File: config.mk
export PLATFORM = sky130hd
export DESIGN_NAME = linear_residual_deadzone_rms_core
export DESIGN_NICKNAME = d
export VERILOG_FILES = /design/src/sv/lrdr_pkg.sv /design/src/sv/lrdr_divsqrt.sv /design/src/sv/linear_residual_deadzone_rms_core.sv
export VERILOG_INCLUDE_DIRS = /design/src /design/src/sv
export SDC_FILE = /design/constraint.sdc
export NUM_CORES = 2
export LEC_CHECK = 0
export BUFFER_PORTS_ARGS = -buffer_cell sky130_fd_sc_hd__buf_2
export CORE_MARGIN = 2
export CORE_UTILIZATION = 63
export DETAILED_ROUTE_END_ITERATION = 16
export PLACE_DENSITY = 0.82
export SLEW_MARGIN = 0
export SYNTH_ARGS = -nofsm -noshare
export SYNTH_HDL_FRONTEND = slang
export SYNTH_SLANG_ARGS = --single-unit
export TNS_END_PERCENT = 5
File: constraint.sdc
create_clock -name aclk -period 26.1 [get_ports aclk]
set_clock_uncertainty 0.15 [all_clocks]
set_input_delay 5.22 -clock aclk [delete_from_list [all_inputs] [get_ports aclk]]
set_output_delay 5.22 -clock aclk [all_outputs]
set_load 0.1 [all_outputs]
File: src/sv/linear_residual_deadzone_rms_core_macros.svh
// ----------------------------------------------------------------------------
// linear_residual_deadzone_rms_core assertion macros
// shared property wrappers, clocked on aclk and disabled while aresetn is low
// ----------------------------------------------------------------------------
`ifndef LINEAR_RESIDUAL_DEADZONE_RMS_CORE_MACROS_SVH
`define LINEAR_RESIDUAL_DEADZONE_RMS_CORE_MACROS_SVH

// same-cycle implication
`define LRDR_ASSERT_IMPL(label, ante, cons, msg) \
    label: assert property (@(posedge aclk) disable iff (!aresetn) (ante) |-> (cons)) \
        else $error(msg);

// next-cycle implication
`define LRDR_ASSERT_NEXT(label, ante, cons, msg) \
    label: assert property (@(posedge aclk) disable iff (!aresetn) (ante) |=> (cons)) \
        else $error(msg);

`endif

File: src/sv/lrdr_pkg.sv
// ----------------------------------------------------------------------------
// lrdr_pkg
// widths, codes and interface types of the residual dead-zone rms core
// ----------------------------------------------------------------------------
package lrdr_pkg;

    localparam int DATA_W          = 16;
    localparam int TOL_W           = 15;
    localparam int NUM_PRED        = 5;
    localparam int PROD_W          = 2 * DATA_W;
    localparam int ACC_W           = 35;
    localparam int FRAC_SHIFT      = 12;
    localparam int SUM_W           = 48;
    localparam int ROOT_W          = SUM_W / 2;
    localparam int MAX_SAMPLES_DEF = 1024;
    localparam int CFG_IDX_W       = 3;
    localparam int S_TDATA_W       = (NUM_PRED + 1) * DATA_W;
    localparam int M_TDATA_W       = 2 * DATA_W;

    localparam logic [TOL_W-1:0] TOL_RESET = 15'd142;

    typedef enum logic [CFG_IDX_W-1:0] {
        CFG_BIAS         = 3'd0,
        CFG_WEIGHT_ONE   = 3'd1,
        CFG_WEIGHT_TWO   = 3'd2,
        CFG_WEIGHT_THREE = 3'd3,
        CFG_WEIGHT_FOUR  = 3'd4,
        CFG_WEIGHT_FIVE  = 3'd5,
        CFG_TOLERANCE    = 3'd6
    } cfg_idx_t;

    typedef enum logic [3:0] {
        ST_IDLE,
        ST_MAC,
        ST_MAC_END,
        ST_ROUND,
        ST_SQUARE,
        ST_ACCUM,
        ST_DS_START,
        ST_DS_WAIT,
        ST_OUT
    } core_state_t;

    typedef enum logic [1:0] {
        DS_IDLE,
        DS_DIV,
        DS_SQRT,
        DS_DONE
    } ds_state_t;

    typedef struct packed {
        logic start;
    } ds_ctrl_t;

    typedef struct packed {
        logic busy;
        logic done;
    } ds_stat_t;

endpackage

File: src/sv/lrdr_divsqrt.sv
// ----------------------------------------------------------------------------
// lrdr_divsqrt
// mean and root of the run: restoring divide then digit-by-digit square root,
// both sharing one compare-and-subtract unit, one bit of result per cycle
// ----------------------------------------------------------------------------
`include "linear_residual_deadzone_rms_core_macros.svh"

module lrdr_divsqrt #(
    parameter int DIV_W = 11
) (
    input  logic                         aclk,
    input  logic                         aresetn,
    input  lrdr_pkg::ds_ctrl_t           ctrl,
    input  logic [lrdr_pkg::SUM_W-1:0]   dividend,
    input  logic [DIV_W-1:0]             divisor,
    output lrdr_pkg::ds_stat_t           stat,
    output logic [lrdr_pkg::DATA_W-1:0]  root
);

    localparam int SUM_W  = lrdr_pkg::SUM_W;
    localparam int ROOT_W = lrdr_pkg::ROOT_W;
    localparam int DATA_W = lrdr_pkg::DATA_W;
    localparam int SUB_W  = (DIV_W + 1 > ROOT_W + 3) ? DIV_W + 1 : ROOT_W + 3;
    localparam int STEP_W = $clog2(SUM_W);

    lrdr_pkg::ds_state_t state_reg, state_next;
    logic [STEP_W-1:0]   step_reg, step_next;
    logic [SUB_W-1:0]    rem_reg, rem_next;
    logic [SUM_W-1:0]    work_reg, work_next;
    logic [ROOT_W-1:0]   root_reg, root_next;
    logic [DIV_W-1:0]    div_reg, div_next;

    // shared subtractor
    logic [SUB_W-1:0] sub_a, sub_b;
    logic [SUB_W:0]   diff;
    logic             ge;

    always_comb begin
        if (state_reg == lrdr_pkg::DS_SQRT) begin
            sub_a = {rem_reg[SUB_W-3:0], work_reg[SUM_W-1 -: 2]};
            sub_b = SUB_W'({root_reg, 2'b01});
        end else begin
            sub_a = {rem_reg[SUB_W-2:0], work_reg[SUM_W-1]};
            sub_b = SUB_W'(div_reg);
        end
        diff = {1'b0, sub_a} - {1'b0, sub_b};
        ge   = !diff[SUB_W];
    end

    always_ff @(posedge aclk) begin
        if (!aresetn) begin
            state_reg <= lrdr_pkg::DS_IDLE;
            step_reg  <= '0;
        end else begin
            state_reg <= state_next;
            step_reg  <= step_next;
        end
        rem_reg  <= rem_next;
        work_reg <= work_next;
        root_reg <= root_next;
        div_reg  <= div_next;
    end

    always_comb begin
        state_next = state_reg;
        step_next  = step_reg;
        rem_next   = rem_reg;
        work_next  = work_reg;
        root_next  = root_reg;
        div_next   = div_reg;
        stat.done  = 1'b0;
        stat.busy  = (state_reg != lrdr_pkg::DS_IDLE);
        unique case (state_reg)
            lrdr_pkg::DS_IDLE: begin
                if (ctrl.start) begin
                    div_next   = divisor;
                    work_next  = dividend;
                    rem_next   = '0;
                    step_next  = '0;
                    state_next = lrdr_pkg::DS_DIV;
                end
            end
            lrdr_pkg::DS_DIV: begin
                rem_next  = ge ? diff[SUB_W-1:0] : sub_a;
                work_next = {work_reg[SUM_W-2:0], ge};
                if (step_reg == STEP_W'(SUM_W - 1)) begin
                    // quotient now sits in work_reg, root starts from zero
                    rem_next   = '0;
                    root_next  = '0;
                    step_next  = '0;
                    state_next = lrdr_pkg::DS_SQRT;
                end else begin
                    step_next = step_reg + 1'b1;
                end
            end
            lrdr_pkg::DS_SQRT: begin
                rem_next  = ge ? diff[SUB_W-1:0] : sub_a;
                root_next = {root_reg[ROOT_W-2:0], ge};
                work_next = {work_reg[SUM_W-3:0], 2'b00};
                if (step_reg == STEP_W'(ROOT_W - 1)) begin
                    state_next = lrdr_pkg::DS_DONE;
                end else begin
                    step_next = step_reg + 1'b1;
                end
            end
            lrdr_pkg::DS_DONE: begin
                stat.done  = 1'b1;
                state_next = lrdr_pkg::DS_IDLE;
            end
            default: begin
                state_next = lrdr_pkg::DS_IDLE;
            end
        endcase
    end

    // score saturates at the top of the q8.8 range
    assign root = (|root_reg[ROOT_W-1:DATA_W]) ? {DATA_W{1'b1}} : root_reg[DATA_W-1:0];

    `LRDR_ASSERT_IMPL(a_start_idle, ctrl.start, state_reg == lrdr_pkg::DS_IDLE, "start while busy")
    `LRDR_ASSERT_IMPL(a_rem_below_div, state_reg == lrdr_pkg::DS_DIV,
        rem_reg < SUB_W'(div_reg), "divide remainder not below divisor")
    `LRDR_ASSERT_NEXT(a_div_to_sqrt,
        state_reg == lrdr_pkg::DS_DIV && step_reg == STEP_W'(SUM_W - 1),
        state_reg == lrdr_pkg::DS_SQRT && rem_reg == '0 && root_reg == '0,
        "root phase did not start clean")

endmodule

File: src/sv/linear_residual_deadzone_rms_core.sv
// ----------------------------------------------------------------------------
// linear_residual_deadzone_rms_core
// linear residual with dead-zone penalty and per-run root mean square score
// ----------------------------------------------------------------------------
//  channel  | direction | handshake            | payload
//  s_       | in        | s_tvalid / s_tready  | s_tdata predictors + error, s_tlast
//  m_       | out       | m_tvalid / m_tready  | m_tdata residual + score, m_tuser
//  cfg_     | in        | cfg_valid / cfg_ready| cfg_index, cfg_data
//
//  one 16x16 multiplier serves the five weight products and the square, so an
//  ordinary sample passes five multiply steps, a closing add, the rounding, the
//  square, the accumulate and the output step before the core is ready again
//  a last sample adds a start state, then a 48-step divide, a 24-step root and a
//  done state in lrdr_divsqrt, which share one subtractor
//  s_tready is high only while idle; a result waits in the output register and
//  stalls the core only if the next result is finished before it is taken
//  reset is synchronous, active low, and clears the run sum and count
// ----------------------------------------------------------------------------
`include "linear_residual_deadzone_rms_core_macros.svh"

module linear_residual_deadzone_rms_core #(
    parameter int MAX_SAMPLES = lrdr_pkg::MAX_SAMPLES_DEF
) (
    input  logic                              aclk,
    input  logic                              aresetn,
    // pred_one, pred_two, pred_three, pred_four, pred_five, model_error
    input  logic [lrdr_pkg::S_TDATA_W-1:0]    s_tdata,
    input  logic                              s_tlast,   // last_sample
    input  logic                              s_tvalid,
    output logic                              s_tready,
    // residual, run_score
    output logic [lrdr_pkg::M_TDATA_W-1:0]    m_tdata,
    output logic                              m_tuser,   // score_valid
    output logic                              m_tvalid,
    input  logic                              m_tready,
    input  logic                              cfg_valid,
    output logic                              cfg_ready,
    input  logic [lrdr_pkg::CFG_IDX_W-1:0]    cfg_index,
    input  logic [lrdr_pkg::DATA_W-1:0]       cfg_data
);

    localparam int DATA_W   = lrdr_pkg::DATA_W;
    localparam int TOL_W    = lrdr_pkg::TOL_W;
    localparam int NUM_PRED = lrdr_pkg::NUM_PRED;
    localparam int PROD_W   = lrdr_pkg::PROD_W;
    localparam int ACC_W    = lrdr_pkg::ACC_W;
    localparam int SHIFT    = lrdr_pkg::FRAC_SHIFT;
    localparam int SUM_W    = lrdr_pkg::SUM_W;
    localparam int CNT_W    = $clog2(MAX_SAMPLES + 1);
    localparam int IDX_W    = $clog2(NUM_PRED);
    localparam int RW_W     = ACC_W - SHIFT;

    // configuration registers
    logic signed [DATA_W-1:0] bias_reg;
    logic signed [DATA_W-1:0] weight_reg [NUM_PRED];
    logic [TOL_W-1:0]         tol_reg;

    assign cfg_ready = 1'b1;

    always_ff @(posedge aclk) begin
        if (!aresetn) begin
            bias_reg <= '0;
            for (int i = 0; i < NUM_PRED; i++) begin
                weight_reg[i] <= '0;
            end
            tol_reg <= lrdr_pkg::TOL_RESET;
        end else if (cfg_valid && cfg_ready) begin
            unique case (lrdr_pkg::cfg_idx_t'(cfg_index))
                lrdr_pkg::CFG_BIAS:         bias_reg      <= cfg_data;
                lrdr_pkg::CFG_WEIGHT_ONE:   weight_reg[0] <= cfg_data;
                lrdr_pkg::CFG_WEIGHT_TWO:   weight_reg[1] <= cfg_data;
                lrdr_pkg::CFG_WEIGHT_THREE: weight_reg[2] <= cfg_data;
                lrdr_pkg::CFG_WEIGHT_FOUR:  weight_reg[3] <= cfg_data;
                lrdr_pkg::CFG_WEIGHT_FIVE:  weight_reg[4] <= cfg_data;
                lrdr_pkg::CFG_TOLERANCE:    tol_reg       <= cfg_data[TOL_W-1:0];
                default: ;
            endcase
        end
    end

    // sequencer and datapath registers
    lrdr_pkg::core_state_t state_reg, state_next;
    logic [IDX_W-1:0]         mac_idx_reg, mac_idx_next;
    logic signed [DATA_W-1:0] pred_reg [NUM_PRED];
    logic signed [DATA_W-1:0] pred_next [NUM_PRED];
    logic                     last_reg, last_next;
    logic signed [ACC_W-1:0]  acc_reg, acc_next;
    logic signed [PROD_W-1:0] prod_reg, prod_next;
    logic signed [DATA_W-1:0] r_reg, r_next;
    logic                     pen_reg, pen_next;
    logic [SUM_W-1:0]         sum_reg, sum_next;
    logic [CNT_W-1:0]         count_reg, count_next;
    logic [DATA_W-1:0]        score_reg, score_next;
    logic                     m_tvalid_reg, m_tvalid_next;
    logic [lrdr_pkg::M_TDATA_W-1:0] m_tdata_reg, m_tdata_next;
    logic                     m_tuser_reg, m_tuser_next;

    lrdr_pkg::ds_ctrl_t       ds_ctrl;
    lrdr_pkg::ds_stat_t       ds_stat;
    logic [DATA_W-1:0]        ds_root;

    // shared multiplier
    logic signed [DATA_W-1:0] mul_a, mul_b;
    logic signed [PROD_W-1:0] prod_full;

    assign mul_a     = (state_reg == lrdr_pkg::ST_SQUARE) ? r_reg : weight_reg[mac_idx_reg];
    assign mul_b     = (state_reg == lrdr_pkg::ST_SQUARE) ? r_reg : pred_reg[mac_idx_reg];
    assign prod_full = mul_a * mul_b;

    logic signed [ACC_W-1:0]  prod_ext;
    logic signed [DATA_W:0]   offset_sum;
    logic signed [ACC_W-1:0]  acc_init;
    logic signed [ACC_W-1:0]  acc_rnd;
    logic signed [RW_W-1:0]   r_wide;
    logic [RW_W-DATA_W:0]     r_hi;
    logic signed [DATA_W-1:0] r_sat;
    logic [DATA_W:0]          r_mag;
    logic [SUM_W:0]           sum_add;

    always_comb begin
        prod_ext   = {{(ACC_W - PROD_W){prod_reg[PROD_W-1]}}, prod_reg};
        offset_sum = {s_tdata[NUM_PRED*DATA_W + DATA_W - 1], s_tdata[NUM_PRED*DATA_W +: DATA_W]}
                   + {bias_reg[DATA_W-1], bias_reg};
        acc_init   = {{(ACC_W - DATA_W - 1 - SHIFT){offset_sum[DATA_W]}}, offset_sum,
                      {SHIFT{1'b0}}};
        // round half up, then floor shift
        acc_rnd    = acc_reg + ACC_W'(1 << (SHIFT - 1));
        r_wide     = acc_rnd[ACC_W-1:SHIFT];
        r_hi       = r_wide[RW_W-1:DATA_W-1];
        if (!r_wide[RW_W-1] && (|r_hi)) begin
            r_sat = {1'b0, {(DATA_W-1){1'b1}}};
        end else if (r_wide[RW_W-1] && !(&r_hi)) begin
            r_sat = {1'b1, {(DATA_W-1){1'b0}}};
        end else begin
            r_sat = r_wide[DATA_W-1:0];
        end
        r_mag   = r_reg[DATA_W-1] ? ((DATA_W+1)'(0) - {r_reg[DATA_W-1], r_reg})
                                  : {1'b0, r_reg};
        sum_add = {1'b0, sum_reg} + (SUM_W+1)'(prod_reg[PROD_W-2:0]);
    end

    always_ff @(posedge aclk) begin
        if (!aresetn) begin
            state_reg    <= lrdr_pkg::ST_IDLE;
            sum_reg      <= '0;
            count_reg    <= '0;
            m_tvalid_reg <= 1'b0;
        end else begin
            state_reg    <= state_next;
            sum_reg      <= sum_next;
            count_reg    <= count_next;
            m_tvalid_reg <= m_tvalid_next;
        end
        mac_idx_reg <= mac_idx_next;
        for (int i = 0; i < NUM_PRED; i++) begin
            pred_reg[i] <= pred_next[i];
        end
        last_reg    <= last_next;
        acc_reg     <= acc_next;
        prod_reg    <= prod_next;
        r_reg       <= r_next;
        pen_reg     <= pen_next;
        score_reg   <= score_next;
        m_tdata_reg <= m_tdata_next;
        m_tuser_reg <= m_tuser_next;
    end

    always_comb begin
        state_next    = state_reg;
        mac_idx_next  = mac_idx_reg;
        for (int i = 0; i < NUM_PRED; i++) begin
            pred_next[i] = pred_reg[i];
        end
        last_next     = last_reg;
        acc_next      = acc_reg;
        prod_next     = prod_reg;
        r_next        = r_reg;
        pen_next      = pen_reg;
        sum_next      = sum_reg;
        count_next    = count_reg;
        score_next    = score_reg;
        m_tvalid_next = m_tvalid_reg;
        m_tdata_next  = m_tdata_reg;
        m_tuser_next  = m_tuser_reg;
        ds_ctrl.start = 1'b0;

        if (m_tvalid_reg && m_tready) begin
            m_tvalid_next = 1'b0;
        end

        unique case (state_reg)
            lrdr_pkg::ST_IDLE: begin
                if (s_tvalid) begin
                    for (int i = 0; i < NUM_PRED; i++) begin
                        pred_next[i] = s_tdata[i*DATA_W +: DATA_W];
                    end
                    last_next    = s_tlast;
                    acc_next     = acc_init;
                    mac_idx_next = '0;
                    state_next   = lrdr_pkg::ST_MAC;
                end
            end
            lrdr_pkg::ST_MAC: begin
                // product of this step lands in prod_reg, previous one is summed
                prod_next = prod_full;
                if (mac_idx_reg != '0) begin
                    acc_next = acc_reg + prod_ext;
                end
                if (mac_idx_reg == IDX_W'(NUM_PRED - 1)) begin
                    state_next = lrdr_pkg::ST_MAC_END;
                end else begin
                    mac_idx_next = mac_idx_reg + 1'b1;
                end
            end
            lrdr_pkg::ST_MAC_END: begin
                acc_next   = acc_reg + prod_ext;
                state_next = lrdr_pkg::ST_ROUND;
            end
            lrdr_pkg::ST_ROUND: begin
                r_next     = r_sat;
                state_next = lrdr_pkg::ST_SQUARE;
            end
            lrdr_pkg::ST_SQUARE: begin
                prod_next  = prod_full;
                pen_next   = r_mag > (DATA_W+1)'(tol_reg);
                state_next = lrdr_pkg::ST_ACCUM;
            end
            lrdr_pkg::ST_ACCUM: begin
                if (pen_reg) begin
                    sum_next = sum_add[SUM_W] ? {SUM_W{1'b1}} : sum_add[SUM_W-1:0];
                end
                if (count_reg < CNT_W'(MAX_SAMPLES)) begin
                    count_next = count_reg + 1'b1;
                end
                score_next = '0;
                state_next = last_reg ? lrdr_pkg::ST_DS_START : lrdr_pkg::ST_OUT;
            end
            lrdr_pkg::ST_DS_START: begin
                ds_ctrl.start = 1'b1;
                state_next    = lrdr_pkg::ST_DS_WAIT;
            end
            lrdr_pkg::ST_DS_WAIT: begin
                if (ds_stat.done) begin
                    score_next = (count_reg == '0) ? '0 : ds_root;
                    sum_next   = '0;
                    count_next = '0;
                    state_next = lrdr_pkg::ST_OUT;
                end
            end
            lrdr_pkg::ST_OUT: begin
                if (!m_tvalid_reg || m_tready) begin
                    m_tvalid_next = 1'b1;
                    m_tdata_next  = {score_reg, r_reg};
                    m_tuser_next  = last_reg;
                    state_next    = lrdr_pkg::ST_IDLE;
                end
            end
            default: begin
                state_next = lrdr_pkg::ST_IDLE;
            end
        endcase
    end

    lrdr_divsqrt #(
        .DIV_W (CNT_W)
    ) u_divsqrt (
        .aclk     (aclk),
        .aresetn  (aresetn),
        .ctrl     (ds_ctrl),
        .dividend (sum_reg),
        .divisor  (count_reg),
        .stat     (ds_stat),
        .root     (ds_root)
    );

    assign s_tready = (state_reg == lrdr_pkg::ST_IDLE);
    assign m_tvalid = m_tvalid_reg;
    assign m_tdata  = m_tdata_reg;
    assign m_tuser  = m_tuser_reg;

    `LRDR_ASSERT_IMPL(a_count_bound, 1'b1, count_reg <= CNT_W'(MAX_SAMPLES),
        "sample count above limit")
    `LRDR_ASSERT_IMPL(a_score_only_last, m_tvalid_reg && !m_tuser_reg,
        m_tdata_reg[2*DATA_W-1:DATA_W] == '0, "score on a sample that is not last")
    `LRDR_ASSERT_IMPL(a_ds_busy_wait, state_reg == lrdr_pkg::ST_DS_WAIT, ds_stat.busy,
        "waiting on an idle root unit")
    `LRDR_ASSERT_NEXT(a_run_cleared, state_reg == lrdr_pkg::ST_DS_WAIT && ds_stat.done,
        sum_reg == '0 && count_reg == '0, "run state not cleared after score")

endmodule
==> summary.txt <==
Run status
  • Status: finished clean

Yosys
  • Synth Area per Inst: between 10 and 15 um^2
  • Synth Flop Type: edfxtp_1
  • Cell Area, Synth: roughly 37000 um^2
  • Syn nets: about 4200
  • Sequential cell area fraction in the yosys report: 0.3880
  • Synth cell types: 85
  • Area leader, netlist: edfxtp_1
  • Top cells by area, synth: edfxtp_1, fa_1, ha_1, dfxtp_1, inv_1
  • EDFF count, synth: roughly 410
  • Top post-synthesis cells by count: inv_1, edfxtp_1, nor2_1
  • Synthesis Warnings: 0
  • Post-synthesis register bit count: about 500
  • Async SR Flop Fraction: 0
  • Most numerous cell in the Yosys netlist: inv_1
  • Post-synth top area share: 0.3305
  • Cells after synthesis: between 3000 and 4000

Layout
  • Fillcell total: around 4200
  • Layout cells sized above 1: 0.1119
  • Area Growth Syn to Fin: 8.757%
  • # nets final: 4304

Worst setup path
  • CP Buf/Inv Count: 4
  • Family with the most delay on the worst path: adder cells
  • Max Fanout on Critical Path: a little over 70
  • Largest stage delay, worst path: approximately 0.91 ns
  • Setup crit end kind: flop
  • R2R Path End: prod_reg[30]$_DFFE_PP_
  • R2r setup slk: approximately 17 ns
  • Most used cell, CP: fa_1
  • WP depth: 25
  • CP arrival: 9.19 ns
  • Crit path from: state_reg[0]$_SDFFE_PN0P_
  • R2R depth: 25
  • Required time worst endpoint: around 26 ns
  • Crit path kind: reg -> reg
  • Startpoint types: flop
  • Slowest CP cell: a31oi_1
  • Reg2reg start: state_reg[0]$_SDFFE_PN0P_

Clocking
  • PostCTS Resize Cnt: 0
  • Clock Pin Slew Worst Setup and Hold Paths: about 0.07 ns
  • Root buf cell: clkbuf_16
  • Clock buffer count from CTS: 53
  • Max clock buf depth: 3
  • Clock Sink Count: 512
  • Cts hold-fix bufs: 0
  • CTS tree: yes
  • H-tree levels: 2
  • Setup Buffers After CTS: 0
  • Skew-Pair Late Insertion Delay: 0.64 ns

Detailed routing
  • Via count: 27620
  • Remaining antenna violation count: 0
  • Vias per Instance: slightly above 6
  • DRC Markers: 0
  • Pre-Repair DR Iteration Count: 6
  • Final wirelength: between 90 and 100 mm
  • Routed WL per cell: approximately 21 um
  • Initial drt markers: roughly 2500

Timing
  • Finish-stage setup viols: 0
  • Post-layout min period: between 8 and 9 ns
  • Period utilization: 0.3440
  • RSZ-0062 raised after global routing: false
  • Slew HR: 0.1656
  • Final hold violations: 0
  • Max Transition Viols Final: 0
  • Setup_tns: 0 ns
  • Worst-Margin Slew: ~1.2 ns
  • Maximum clock frequency: approximately 0.11 GHz
  • Crit path setup slack, layout: approximately 17 ns

Die
  • Core area: roughly 58000 um^2
  • # rows: a little under 90
  • Die area: 60510 um^2
  • Die width: about 250 um
  • IO Pins: 157
  • Die Y: around 250 um
  • Starting Density: 0.6382

Hold path
  • Hold path depth: 0
  • Hold WC Path Type: reg -> reg
  • Hold Crit Start: score_reg[9]$_SDFFCE_PP0P_
  • Hold Path End: m_tdata[25]$_DFFE_PP_

GRT
  • Largest net degree at the start of global routing: 101
  • First-pass GRT wire length: between 100 and 150 mm
  • Grt ovf: 0
  • GR Util All Layers: 0.3159
  • Antenna violations before repair: 2
  • Vias in the first global route: between 20000 and 30000

Place
  • Final HPWL from detailed placement: 70.32 mm
  • Gpl congestion: ~0.99
  • Place WS: roughly 17 ns
  • Input/output buffers: around 160

Job
  • Max_cap viols: 0
[placed cells by master (no fill, tap or decap), types with 13 or more instances in the layout]
cell       Yosys  final
inv_1        408    407
edfxtp_1     406    406
nor2_1       344    343
nand2_1      338    337
fa_1         266    266
a21oi_1      257    257
ha_1         216    213
buf_2          3    155
o21ai_0      144    140
dfxtp_1      106    104
xnor2_1       91     91
nand2b_1      71     71
xor2_1        62     62
and2_1        56     55
clkbuf_16      0     54
a21o_1        51     51
a22oi_1       49     49
o21a_1        42     42
a31oi_1       40     40
nand3_1       39     39
nor3_1        41     39
and3_1        33     32
mux4_2        32     32
mux2_2        30     30
buf_4          1     30
a31o_2        27     27
nor2b_1       28     26
a211oi_1      24     24
a311oi_2      19     19
nand4_1       17     17
or2_2         17     17
o21bai_1      17     17
o31ai_1       17     16
mux2i_1       16     16
o211ai_1      13     13
[layer usage]
layer	vias up	wire, um	track usage
li1	12740	-	-
met1	13380	35910	0.3934
met2	1235	44640	0.5184
met3	270	7993	0.05730
met4	0	5737	0.1838
met5	-	0	0
[through the flow]
stage | util | hold WS, ns | cells | area [um^2]
after floorplan | - | 0.2503 | 3591 | 36890
after global routing | 0.6939 | 0.2834 | 4510 | 40110
after detailed placement | 0.6640 | 0.2554 | 4411 | 38380
final | 0.6941 | 0.2710 | 4515 | 40120
after CTS | 0.6939 | 0.2728 | 4510 | 40110
after global placement | 0.6640 | 0.2517 | 4411 | 38380
[kinds of logic (layout without fill, tap and decap cells)]
| family | count (synthesis) | after routing | synth area share |
|---|---|---|---|
| AOI/OAI and AO/OA | 788 | 788 | 0.1398 |
| xor gates and xnor gates | 153 | 153 | 0.03632 |
| and+or+nand+nor | 1039 | 1039 | 0.1291 |
| adders and majority gates | 482 | 482 | 0.2176 |
| other | 1 | 6 | 0.0001017 |
| DFF | 512 | 512 | 0.3880 |
| muxes | 78 | 78 | 0.03303 |
| buffers and inverters | 538 | 692 | 0.05603 |
[cell type report]
type / instances / area, um^2 / area share
antenna: 5 / 12.51 / 0.0003119
clock buffer: 60 / 1374 / 0.03424
clock inverter: 39 / 350.3 / 0.008732
inverter: 408 / 1531 / 0.03817
multi-input combinational: 2541 / 20580 / 0.5129
sequential: 512 / 14320 / 0.3568
tap: 765 / 957.2 / 0.02386
timing repair buffer: 185 / 1001 / 0.02495
[worst max path at each step]
| stage | to | slack [ns] |
|---|---|---|
| detailed placement | prod_reg[30]$_DFFE_PP_ | 17.30 |
| finish | prod_reg[30]$_DFFE_PP_ | 17.12 |
| CTS | prod_reg[30]$_DFFE_PP_ | 17.25 |
| global placement | prod_reg[30]$_DFFE_PP_ | 17.48 |
| global route | prod_reg[30]$_DFFE_PP_ | 16.68 |
| floorplan | s_tready | 17.21 |
Power is not shown: default switching activity piles up to over one toggle a cycle in this logic, so the estimate is an artifact.
